**src/hw/rtl/shs_pkg.sv**
```systemverilog
`default_nettype none
package shs_pkg;

	localparam int unsigned BlockWords = 16;
	localparam int unsigned Rounds     = 64;
	localparam int unsigned DigWords   = 8;
	localparam logic [7:0]  PadMark    = 8'h80;
	localparam logic [5:0]  LengthPos  = 6'd56;

	localparam logic [31:0] RoundK [Rounds] = '{
		32'h428a2f98, 32'h71374491, 32'hb5c0fbcf, 32'he9b5dba5,
		32'h3956c25b, 32'h59f111f1, 32'h923f82a4, 32'hab1c5ed5,
		32'hd807aa98, 32'h12835b01, 32'h243185be, 32'h550c7dc3,
		32'h72be5d74, 32'h80deb1fe, 32'h9bdc06a7, 32'hc19bf174,
		32'he49b69c1, 32'hefbe4786, 32'h0fc19dc6, 32'h240ca1cc,
		32'h2de92c6f, 32'h4a7484aa, 32'h5cb0a9dc, 32'h76f988da,
		32'h983e5152, 32'ha831c66d, 32'hb00327c8, 32'hbf597fc7,
		32'hc6e00bf3, 32'hd5a79147, 32'h06ca6351, 32'h14292967,
		32'h27b70a85, 32'h2e1b2138, 32'h4d2c6dfc, 32'h53380d13,
		32'h650a7354, 32'h766a0abb, 32'h81c2c92e, 32'h92722c85,
		32'ha2bfe8a1, 32'ha81a664b, 32'hc24b8b70, 32'hc76c51a3,
		32'hd192e819, 32'hd6990624, 32'hf40e3585, 32'h106aa070,
		32'h19a4c116, 32'h1e376c08, 32'h2748774c, 32'h34b0bcb5,
		32'h391c0cb3, 32'h4ed8aa4a, 32'h5b9cca4f, 32'h682e6ff3,
		32'h748f82ee, 32'h78a5636f, 32'h84c87814, 32'h8cc70208,
		32'h90befffa, 32'ha4506ceb, 32'hbef9a3f7, 32'hc67178f2
	};

	localparam logic [31:0] InitHash [DigWords] = '{
		32'h6a09e667, 32'hbb67ae85, 32'h3c6ef372, 32'ha54ff53a,
		32'h510e527f, 32'h9b05688c, 32'h1f83d9ab, 32'h5be0cd19
	};

	typedef logic [DigWords-1:0][31:0] work_t;

	function automatic logic [31:0] ror(input logic [31:0] v, input int unsigned n);
		return (v >> n) | (v << (32 - n));
	endfunction

	function automatic logic [31:0] big0(input logic [31:0] x);
		return ror(x, 2) ^ ror(x, 13) ^ ror(x, 22);
	endfunction

	function automatic logic [31:0] big1(input logic [31:0] x);
		return ror(x, 6) ^ ror(x, 11) ^ ror(x, 25);
	endfunction

	function automatic logic [31:0] sml0(input logic [31:0] x);
		return ror(x, 7) ^ ror(x, 18) ^ (x >> 3);
	endfunction

	function automatic logic [31:0] sml1(input logic [31:0] x);
		return ror(x, 17) ^ ror(x, 19) ^ (x >> 10);
	endfunction

endpackage
`default_nettype wire

```
**src/hw/rtl/shs_stream_if.sv**
```systemverilog
`default_nettype none
interface shs_msg_if;
	logic       valid;
	logic       ready;
	logic [7:0] data_byte;
	logic       has_byte;
	logic       is_final;
	modport source (output valid, data_byte, has_byte, is_final, input ready);
	modport sink   (input valid, data_byte, has_byte, is_final, output ready);
endinterface

interface shs_dig_if;
	logic        valid;
	logic        ready;
	logic [31:0] digest_word;
	logic [2:0]  word_index;
	logic        last_word;
	modport source (output valid, digest_word, word_index, last_word, input ready);
	modport sink   (input valid, digest_word, word_index, last_word, output ready);
endinterface
`default_nettype wire

```
**src/hw/rtl/shs_round.sv**
```systemverilog
`default_nettype none
// One compression round: a..h in lanes 0..7.
module shs_round (
	input  wire shs_pkg::work_t wv,
	input  wire logic [31:0]    w_t,
	input  wire logic [31:0]    k_t,
	output shs_pkg::work_t      wv_nxt
);
	logic [31:0] ch, maj, t1, t2;

	always_comb begin
		ch  = (wv[4] & wv[5]) ^ (~wv[4] & wv[6]);
		maj = (wv[0] & wv[1]) ^ (wv[0] & wv[2]) ^ (wv[1] & wv[2]);
		t1  = wv[7] + shs_pkg::big1(wv[4]) + ch + k_t + w_t;
		t2  = shs_pkg::big0(wv[0]) + maj;
		wv_nxt[7] = wv[6];
		wv_nxt[6] = wv[5];
		wv_nxt[5] = wv[4];
		wv_nxt[4] = wv[3] + t1;
		wv_nxt[3] = wv[2];
		wv_nxt[2] = wv[1];
		wv_nxt[1] = wv[0];
		wv_nxt[0] = t1 + t2;
	end
endmodule
`default_nettype wire

```
**src/hw/rtl/sha256_stream_hasher.sv**
```systemverilog
`default_nettype none
// Streaming SHA-256 hasher.
// msg (sink): one beat carries an optional message byte (has_byte) and an
//   optional end mark (is_final). A beat with neither does nothing.
// dig (source): eight beats per message, digest word 0 (high) first,
//   word_index counts 0..7, last_word marks the eighth beat.
// Bytes are packed into 32-bit words and stored in a 16-word block memory
// (one write port, one read port, registered read). Each full block runs
// 64 rounds, one per cycle, from that memory plus a 16-word schedule line.
// Byte beats are taken back to back while idle; the 64th byte of a block
// starts the load, the rounds and the chain update, with msg.ready low.
// The end beat injects padding one byte per cycle (plus one extra
// compression when fewer than 9 bytes remain in the block), then the
// digest beats start; the first digest beat follows the chain update of
// the last compression.
// msg.ready is low while padding, compressing or emitting the digest.
// If dig.ready is low the current digest beat holds until taken.
// After the last digest beat the chaining state returns to the initial
// value and a new message may begin. Reset (arst_n low) does the same at
// once; the block memory is not cleared since padding rewrites it.
module sha256_stream_hasher (
	input  wire logic  clk,
	input  wire logic  arst_n,
	shs_msg_if.sink    msg,
	shs_dig_if.source  dig
);
	localparam logic [2:0] StIdle = 3'd0;
	localparam logic [2:0] StPad  = 3'd1;
	localparam logic [2:0] StLoad = 3'd2;
	localparam logic [2:0] StCmp  = 3'd3;
	localparam logic [2:0] StFin  = 3'd4;
	localparam logic [2:0] StOut  = 3'd5;

	logic [2:0]  state_q;
	logic [5:0]  fill_q;       // bytes in the block
	logic [23:0] wacc_q;       // partial word
	logic [63:0] len_q;        // message bytes absorbed
	logic [63:0] lenbits_q;    // bit length, shifted out high byte first
	logic        pad_q;        // message end seen
	logic        mark_q;       // 0x80 placed
	logic        lenok_q;      // length fits in the current block
	logic        done_q;       // current compression is the last one
	logic [5:0]  rnd_q;
	logic [2:0]  oidx_q;
	shs_pkg::work_t h_q, wv_q, wv_nxt;
	logic [15:0][31:0] w_q;    // W[t-16] .. W[t-1]

	// block memory
	logic [31:0] blk_mem [shs_pkg::BlockWords];
	logic [31:0] rd_s1;
	logic [3:0]  raddr;
	logic        wen;
	logic [3:0]  waddr;
	logic [31:0] wdata;

	logic        acc;
	logic        absorb_en;
	logic [7:0]  absorb_byte;
	logic        blk_full;
	logic [63:0] len_nxt;
	logic [31:0] w_sched, w_t;

	assign msg.ready = (state_q == StIdle);
	assign acc       = msg.valid && msg.ready;

	// Byte source: input beats while idle, padding bytes while padding.
	always_comb begin
		absorb_en   = 1'b0;
		absorb_byte = 8'h00;
		unique case (state_q)
			StIdle: begin
				absorb_en   = acc && msg.has_byte;
				absorb_byte = msg.data_byte;
			end
			StPad: begin
				absorb_en = 1'b1;
				if (!mark_q) begin
					absorb_byte = shs_pkg::PadMark;
				end else if (lenok_q && fill_q >= shs_pkg::LengthPos) begin
					absorb_byte = lenbits_q[63:56];
				end
			end
			default: begin
				absorb_en = 1'b0;
			end
		endcase
	end

	assign blk_full = absorb_en && (fill_q == 6'd63);
	assign wen      = absorb_en && (fill_q[1:0] == 2'b11);
	assign waddr    = fill_q[5:2];
	assign wdata    = {wacc_q, absorb_byte};
	assign len_nxt  = len_q + {63'd0, msg.has_byte};

	// Writes only happen in idle/pad, read data is only used in load/compress: no overlap.
	assign raddr = (state_q == StLoad) ? 4'd0 : (rnd_q[3:0] + 4'd1);

	always_ff @(posedge clk) begin
		if (wen) begin
			blk_mem[waddr] <= wdata;
		end
		rd_s1 <= blk_mem[raddr];
	end

	assign w_sched = w_q[0] + shs_pkg::sml0(w_q[1]) + w_q[9] + shs_pkg::sml1(w_q[14]);
	assign w_t     = (rnd_q[5:4] == 2'b00) ? rd_s1 : w_sched;

	shs_round u_round (
		.wv     (wv_q),
		.w_t    (w_t),
		.k_t    (shs_pkg::RoundK[rnd_q]),
		.wv_nxt (wv_nxt)
	);

	// Working registers and schedule line: payload, no reset.
	always_ff @(posedge clk) begin
		if (state_q == StLoad) begin
			wv_q <= h_q;
		end else if (state_q == StCmp) begin
			wv_q <= wv_nxt;
			w_q  <= {w_t, w_q[15:1]};
		end
	end

	always_ff @(posedge clk or negedge arst_n) begin
		if (!arst_n) begin
			state_q   <= StIdle;
			fill_q    <= '0;
			wacc_q    <= '0;
			len_q     <= '0;
			lenbits_q <= '0;
			pad_q     <= 1'b0;
			mark_q    <= 1'b0;
			lenok_q   <= 1'b0;
			done_q    <= 1'b0;
			rnd_q     <= '0;
			oidx_q    <= '0;
			for (int i = 0; i < shs_pkg::DigWords; i++) begin
				h_q[i] <= shs_pkg::InitHash[i];
			end
		end else begin
			if (absorb_en) begin
				fill_q <= fill_q + 6'd1;
				wacc_q <= {wacc_q[15:0], absorb_byte};
			end
			unique case (state_q)
				StIdle: begin
					if (acc) begin
						if (msg.has_byte) begin
							len_q <= len_nxt;
						end
						if (msg.is_final) begin
							pad_q     <= 1'b1;
							mark_q    <= 1'b0;
							lenok_q   <= 1'b0;
							lenbits_q <= {len_nxt[60:0], 3'b000};
						end
						if (blk_full) begin
							done_q  <= 1'b0;
							state_q <= StLoad;
						end else if (msg.is_final) begin
							state_q <= StPad;
						end
					end
				end
				StPad: begin
					mark_q <= 1'b1;
					if (mark_q && lenok_q && fill_q >= shs_pkg::LengthPos) begin
						lenbits_q <= {lenbits_q[55:0], 8'h00};
					end
					// mark in the last slot: lenok_q is still clear from idle
					if (blk_full) begin
						done_q  <= lenok_q;
						lenok_q <= 1'b1;
						state_q <= StLoad;
					end else if (!mark_q) begin
						lenok_q <= (fill_q < shs_pkg::LengthPos);
					end
				end
				StLoad: begin
					rnd_q   <= '0;
					state_q <= StCmp;
				end
				StCmp: begin
					rnd_q <= rnd_q + 6'd1;
					if (rnd_q == 6'd63) begin
						state_q <= StFin;
					end
				end
				StFin: begin
					for (int i = 0; i < shs_pkg::DigWords; i++) begin
						h_q[i] <= h_q[i] + wv_q[i];
					end
					oidx_q <= '0;
					if (!pad_q) begin
						state_q <= StIdle;
					end else if (done_q) begin
						state_q <= StOut;
					end else begin
						state_q <= StPad;
					end
				end
				StOut: begin
					if (dig.ready) begin
						oidx_q <= oidx_q + 3'd1;
						if (oidx_q == 3'd7) begin
							state_q <= StIdle;
							len_q   <= '0;
							pad_q   <= 1'b0;
							for (int i = 0; i < shs_pkg::DigWords; i++) begin
								h_q[i] <= shs_pkg::InitHash[i];
							end
						end
					end
				end
				default: begin
					state_q <= StIdle;
				end
			endcase
		end
	end

	assign dig.valid       = (state_q == StOut);
	assign dig.digest_word = h_q[oidx_q];
	assign dig.word_index  = oidx_q;
	assign dig.last_word   = (oidx_q == 3'd7);
endmodule
`default_nettype wire

```
**src/flat_wrapper.sv**
```systemverilog
// flat-port wrapper written by rule: the top's interface ports become plain ports
module sha256_stream_hasher_flat 
  (clk, arst_n, msg_valid, msg_data_byte, msg_has_byte, msg_is_final, msg_ready, dig_valid, dig_digest_word, dig_word_index, dig_last_word, dig_ready);
  shs_msg_if msg_i ();
  shs_dig_if dig_i ();
  input  wire logic clk;
  input  wire logic arst_n;
  input wire logic [$bits(msg_i.valid)-1:0] msg_valid;
  input wire logic [$bits(msg_i.data_byte)-1:0] msg_data_byte;
  input wire logic [$bits(msg_i.has_byte)-1:0] msg_has_byte;
  input wire logic [$bits(msg_i.is_final)-1:0] msg_is_final;
  output wire logic [$bits(msg_i.ready)-1:0] msg_ready;
  output wire logic [$bits(dig_i.valid)-1:0] dig_valid;
  output wire logic [$bits(dig_i.digest_word)-1:0] dig_digest_word;
  output wire logic [$bits(dig_i.word_index)-1:0] dig_word_index;
  output wire logic [$bits(dig_i.last_word)-1:0] dig_last_word;
  input wire logic [$bits(dig_i.ready)-1:0] dig_ready;
  assign msg_i.valid = msg_valid;
  assign msg_i.data_byte = msg_data_byte;
  assign msg_i.has_byte = msg_has_byte;
  assign msg_i.is_final = msg_is_final;
  assign msg_ready = msg_i.ready;
  assign dig_valid = dig_i.valid;
  assign dig_digest_word = dig_i.digest_word;
  assign dig_word_index = dig_i.word_index;
  assign dig_last_word = dig_i.last_word;
  assign dig_i.ready = dig_ready;
  sha256_stream_hasher u_core (.clk(clk), .arst_n(arst_n), .msg(msg_i), .dig(dig_i));
endmodule
```
**config.mk**
```make
export PLATFORM = sky130hd
export DESIGN_NAME = sha256_stream_hasher_flat
export DESIGN_NICKNAME = d
export VERILOG_FILES = /design/src/hw/rtl/shs_pkg.sv /design/src/hw/rtl/shs_stream_if.sv /design/src/hw/rtl/shs_round.sv /design/src/hw/rtl/sha256_stream_hasher.sv /design/src/flat_wrapper.sv
export SDC_FILE = /design/constraint.sdc
export NUM_CORES = 2
export LEC_CHECK = 0
export BUFFER_PORTS_ARGS = -buffer_cell sky130_fd_sc_hd__buf_2
export CORE_AREA = 2 2 485 343
export DETAILED_ROUTE_END_ITERATION = 7
export DIE_AREA = 0 0 487 345
export HOLD_SLACK_MARGIN = 0.03
export PLACE_DENSITY = 0.85
export SYNTH_ARGS = -nofsm -noshare
export SYNTH_HDL_FRONTEND = slang
export SYNTH_SLANG_ARGS = --single-unit
```
**constraint.sdc**
```tcl
create_clock -name clk -period 75.5 [get_ports clk]
set_clock_uncertainty 0.05 [all_clocks]
set_input_delay 15.1 -clock clk [delete_from_list [all_inputs] [get_ports clk]]
set_output_delay 15.1 -clock clk [all_outputs]
set_load 0.02 [all_outputs]
```
======== Word level (Yosys, flattened, before mapping) ========
Memory sizes are Yosys's and may differ from the RTL's. A register that Yosys moved wholly into a read port is not among the register bits.
Index checks and enable logic that the tools add are counted.
word-level totals
  memories ................................ 2
  bits of input ports ..................... 14
  bits in writable memories ............... 512
  output and inout port bits .............. 38
  memory bits (read-only) ................. 2048
  flip-flop bits (word level) ............. 1198
  logic and storage cells ................. 198
cells by class
  bitwise operators ....................... 29
  $lt $le $gt $ge ......................... 4
  eq/ne operators ......................... 20
  mux-type cells .......................... 54
  reduce and logical (&&, ||, !) cells .... 23
  add/sub/neg operators ................... 23
memory list
  name              depth  bits a word  rd ports  clocked after Yosys merged registers in  write ports  RTL line                     RTL
  (name not given)  64     32           1         0                                        0            sha256_stream_hasher.sv:111  .k_t (shs_pkg::RoundK[rnd_q]),
  u_core.blk_mem    16     32           1         1                                        1            sha256_stream_hasher.sv:49   logic [31:0] blk_mem [shs_pkg::BlockWords];
operator list
  kind                                     count
  2-to-1 mux 256 bit                       4
  adder 32 bit                             18
  one-hot mux 256 bit (2 select lines)     1
  2-to-1 mux 64 bit                        7
  XOR 32 bit                               9
  one-hot mux 64 bit (2 select lines)      2
  AND 32 bit                               5
  2-to-1 mux 32 bit                        4
  binary-select mux 32 bit (select 3 bit)  1
  adder 64 x 1 -> 64 bit                   1
  NOT 32 bit                               1
  bitwise OR 10 x 32 -> 32 bit             1
  bitwise OR 13 x 32 -> 32 bit             1
  bitwise OR 14 x 32 -> 32 bit             1
  bitwise OR 15 x 32 -> 32 bit             1
  bitwise OR 19 x 32 -> 32 bit             1
  bitwise OR 21 x 32 -> 32 bit             1
  bitwise OR 25 x 32 -> 32 bit             1
  bitwise OR 26 x 32 -> 32 bit             1
  bitwise OR 30 x 32 -> 32 bit             1
  bitwise OR 7 x 32 -> 32 bit              1
  XOR 32 x 22 -> 32 bit                    1
  XOR 32 x 29 -> 32 bit                    1
  2-to-1 mux 3 bit                         10
  other kinds (34)                         78

======== Logic depth before layout (Yosys ltp) ========
  word-level depth ........................ 11
  mapped depth ............................ 47

======== Modules after synthesis ========
From an unflattened synthesis, not the netlist that was laid out.
second synthesis, totals
  cell total of the unflattened synthesis .. 8870
  area, all modules ....................... 97244.5 um^2
modules (own cells, without submodules)
  module                instances  area each (um^2)  seq. area each (um^2)  cells an instance
  sha256_stream_hasher  1          86332.8           49857.8                7555
  shs_round             1          10911.7           0.0                    1315

======== Worst setup path after synthesis ========
Ideal clock, no wire load.
  kind .................................... flip-flop to flip-flop
  start point ............................. register u_core.state_q[2]
  end point ............................... register u_core.state_q[0]
  data required time ...................... 75325 ps
  data arrival time ....................... 25805 ps
  setup time .............................. 125 ps
  clock period less this slack ............ 25980 ps
  cell stages (with the launch flop) ...... 9
  path slack .............................. 49520 ps
  path through ............................ dfrtp_1 > clkbuf_1 > nand2b_1 > clkbuf_1 > nor2_1 > o21ai_0 > nand3_1 > nor2_1 > mux2_2
on the way
  longest elaborated chain between the ends .. 8
  elaborated cells on any way between the ends .. 20
RTL lines
  what                                RTL line                                                                             RTL
  start, declared                     sha256_stream_hasher.sv:34                                                           logic [2:0] state_q;
  start signal, assigned              sha256_stream_hasher.sv:127                                                          state_q <= StIdle;
  start signal, assigned              sha256_stream_hasher.sv:160                                                          state_q <= StLoad;
  start signal, assigned              sha256_stream_hasher.sv:162                                                          state_q <= StPad;
  zero test 3 bit                     sha256_stream_hasher.sv:63, sha256_stream_hasher.sv:70, sha256_stream_hasher.sv:146
  logical AND 1 bit                   sha256_stream_hasher.sv:64                                                           assign acc = msg.valid && msg.ready;
  logical AND 1 bit                   sha256_stream_hasher.sv:72                                                           absorb_en = acc && msg.has_byte;
  one-hot mux 1 bit (2 select lines)  sha256_stream_hasher.sv:70                                                           unique case (state_q)
  logical AND 1 bit                   sha256_stream_hasher.sv:89                                                           assign blk_full = absorb_en && (fill_q == 6'd63);
  2-to-1 mux 3 bit                    sha256_stream_hasher.sv:158                                                          if (blk_full) begin
  2-to-1 mux 3 bit                    sha256_stream_hasher.sv:148                                                          if (acc) begin
  one-hot mux 3 bit (6 select lines)  sha256_stream_hasher.sv:146                                                          unique case (state_q)
Parallel ways exist; a longest one is shown, timed or not. The select of a mux whose other input is x is not followed.
A chain may end at the register's enable or synchronous reset.

======== Worst setup path in the final report ========
  start point ............................. register u_core.oidx_q[0], in the netlist u_core.dig.word_index[0]
  end point ............................... output dig_digest_word[1]
on the way
  longest elaborated chain between the ends .. 2
RTL lines
  what                                     RTL line                     RTL
  start, declared                          sha256_stream_hasher.sv:44   logic [2:0] oidx_q;
  start signal, assigned                   sha256_stream_hasher.sv:205  oidx_q <= oidx_q + 3'd1;
  binary-select mux 32 bit (select 3 bit)  sha256_stream_hasher.sv:224  assign dig.digest_word = h_q[oidx_q];
  2-to-1 mux 32 bit (not written as such)  sha256_stream_hasher.sv:224
  end, declared                            flat_wrapper.sv:14           output wire logic [$bits(dig_i.digest_word)-1:0] dig_digest_word;
Every way passes these cells. The select of a mux whose other input is x is not followed.

==> run metrics <==
Initial DRC Count between 10000 and 15000; final setup fails 0; # Post-CTS Setup Buffers 0; Initial Utilization 57.5%; FMAX 53.2 MHz; CTS tree built; Post-Syn Area around 0.094 mm2; area share of the leading cell type in the synthesized netlist 40.8%; chip width 487 um; largest net degree at the start of global routing 191; dpl hpwl roughly 190 mm; leak pwr around 0.042 uW; flop and latch count out of synthesis 1736; Worst Setup Start Kind flip-flop; Least-Margin Pin Slew 1.30 ns; largest buffer count on any clock path 3; crit-path max FO 36; crit path DAT around 3.6 ns; critical path required time roughly 60 ns; Clock Tree Root clkbuf_16; initial antenna violation count 13; DRC violations left 0; first-pass GRT wire length 415 mm; final hold viol count 0; Main synth FF type edfxtp_1; Max-slew headroom 12.5%; Mapped Cells 8332; post_cts resized 0; placed inst area 0.0967 mm2; wire per inst 26.6 um; clock sink total 1736; Seq/Total Area, Yosys roughly 53%; Clk pin slew, worst setup/hold paths roughly 0.06 ns; total I/O pin count 52; layout cell share with drive strength beyond 1 between 10% and 20%; Rows 125; Netlist cell types 87; Synth Warn # 0; Via Count slightly below 70000; CP endpoint kind primary output; fin crit period around 19 ns; VDD IR-drop max 0.0000208 V; Num CTS Buffers between 150 and 200; top cells by area, synth edfxtp_1 (41%), dfrtp_1 (7.6%), ha_1 (5.3%); Finished Core Util 62.4%; drt pass-1 iters 8; setup_tns 0 ns; Global Route Usage Sum 32.7%; port buffer count 51; Layout Area Growth over Synthesis 8.60%; async set or reset register ratio after synthesis 24.4%; Post-synth EDFFs 1280; Total Die Area between 0.15 and 0.2 mm2; max-cap violations 0; commonest cells after routing, fill and taps aside edfxtp_1 (1280), nand2_1 (1021), o21ai_0 (608); Worst Hold Class flip-flop to flip-flop; Mapped Nets around 9000; PwrDens 18.6 mW/mm2; Nets 8811; area of the core 0.164 mm2; vias in the first global route 65300; GP Congestion approximately 1.0; vias per std cell 6.55; RSZ-0062 raised after global routing no; run status finished clean; syn_area_per_cell 11.3 um2; Vert. Die Dim 345 um; period utilization about 25%; H-tree level count 4; Yosys top cell by area edfxtp_1; most common cell after layout, fill and taps aside edfxtp_1; drt total wl 279 mm; Final Max Tran Viols 0; post-route cell area 0.102 mm2; GRT overflow 0; Post-CTS Hold Buffers 0; Setup CP Type flip-flop to primary output; Routed Antenna Nets 0; worst hold margin 0.362 ns; clock latency on the worst-skew pair about 0.86 ns
==> layer usage <==
layer | wire length (um) | GRT usage [%]
met4 | 7660 | 8.92
met2 | 113000 | 43.9
met5 | 57 | 0
met3 | 44900 | 12.7
met1 | 113000 | 49.0
==> area by class of cell <==
cell class | count | area (um2)
Antenna cell | 5 | 12.5
Clock buffer | 215 | 4600
Clock inverter | 91 | 1160
Fill cell | 12200 | 61600
Inverter | 446 | 1680
Multi-Input combinational cell | 5721 | 41400
Sequential cell | 1736 | 49900
Tap cell | 2159 | 2700
Timing Repair Buffer | 134 | 963
==> registers in the layout, indices dropped and copies added, names as in the netlist <==
register               count
u_core.w_q               512
u_core.done_q              1
u_core.mark_q              1
u_core.wacc_q             24
u_core.dig.word_index      3
u_core.rd_s1              32
u_core.h_q               256
u_core.wv_q              256
u_core.state_q             3
u_core.len_q              61
u_core.lenok_q             1
u_core.rnd_q               6
u_core.lenbits_q          61
u_core.blk_mem           512
u_core.pad_q               1
u_core.fill_q              6
==> power by group <==
part	switching (uW)	internal [uW]
Combinational	5.08	0.568
Clock	391	495
Sequential	0	1010
Total	396	1510
==> path summary, 6_finish.rpt <==
check | from | end | slack [ns] | depth (start not counted)
max in group asynchronous | arst_n | u_core.rnd_q[3] | 58.43 | 4
worst min register to register | u_core.w_q[267] | u_core.w_q[235] | 0.36 | 0
min in group asynchronous | arst_n | u_core.len_q[5] | 14.24 | 1
worst max-delay path | u_core.dig.word_index[0] | dig_digest_word[1] | 56.72 | 4
worst min-delay path | u_core.w_q[267] | u_core.w_q[235] | 0.36 | 0
worst max register to register | u_core.w_q[37] | u_core.wv_q[28] | 62.60 | 44
==> worst max-delay path, cell delays in order, from the launching register on <==
cell	delay, ns
dfrtp_4	0.87
buf_4	0.73
mux4_2	0.63
mux2_2	0.31
buf_2	0.17
==> synthesized netlist by cell type, types with 136 or more instances <==
| library cell | instances |
|---|---|
| a21o_1 | 233 |
| fa_1 | 195 |
| clkbuf_1 | 368 |
| ha_1 | 400 |
| edfxtp_1 | 1280 |
| a21oi_1 | 566 |
| inv_1 | 442 |
| xnor2_1 | 378 |
| dfrtp_1 | 288 |
| nand3_1 | 190 |
| mux2_2 | 218 |
| nor2_1 | 422 |
| nand2_1 | 1026 |
| o21ai_0 | 608 |
| xor2_1 | 272 |
| dfstp_2 | 136 |
==> kinds of logic (layout without fill, tap and decap cells) <==
| kind of cell | after synthesis | in the layout | share of synthesized area (%) |
|---|---|---|---|
| multiplexers | 374 | 374 | 5.24 |
| other | 0 | 5 | 0 |
| flip-flops | 1736 | 1736 | 52.9 |
| adder cells (fa/ha/maj) | 600 | 600 | 9.50 |
| buffers and inverters | 875 | 886 | 3.49 |
| AND/OR/NAND/NOR | 2040 | 2040 | 9.36 |
| XOR/XNOR | 650 | 650 | 6.04 |
| AO/OA/AOI/OAI | 2057 | 2057 | 13.5 |
==> per-stage QoR <==
| stage | total power [uW] | std cells | setup WS [ns] |
|---|---|---|---|
| after floorplan | 1030 | 8332 | 49.52 |
| after global placement | 1040 | 10200 | 57.25 |
| after detailed placement | 1040 | 10200 | 57.19 |
| after CTS | 1910 | 10500 | 56.61 |
| after global routing | 1950 | 10500 | 56.52 |
| final | 1900 | 10500 | 56.72 |
(Power assumes the default switching activity.)
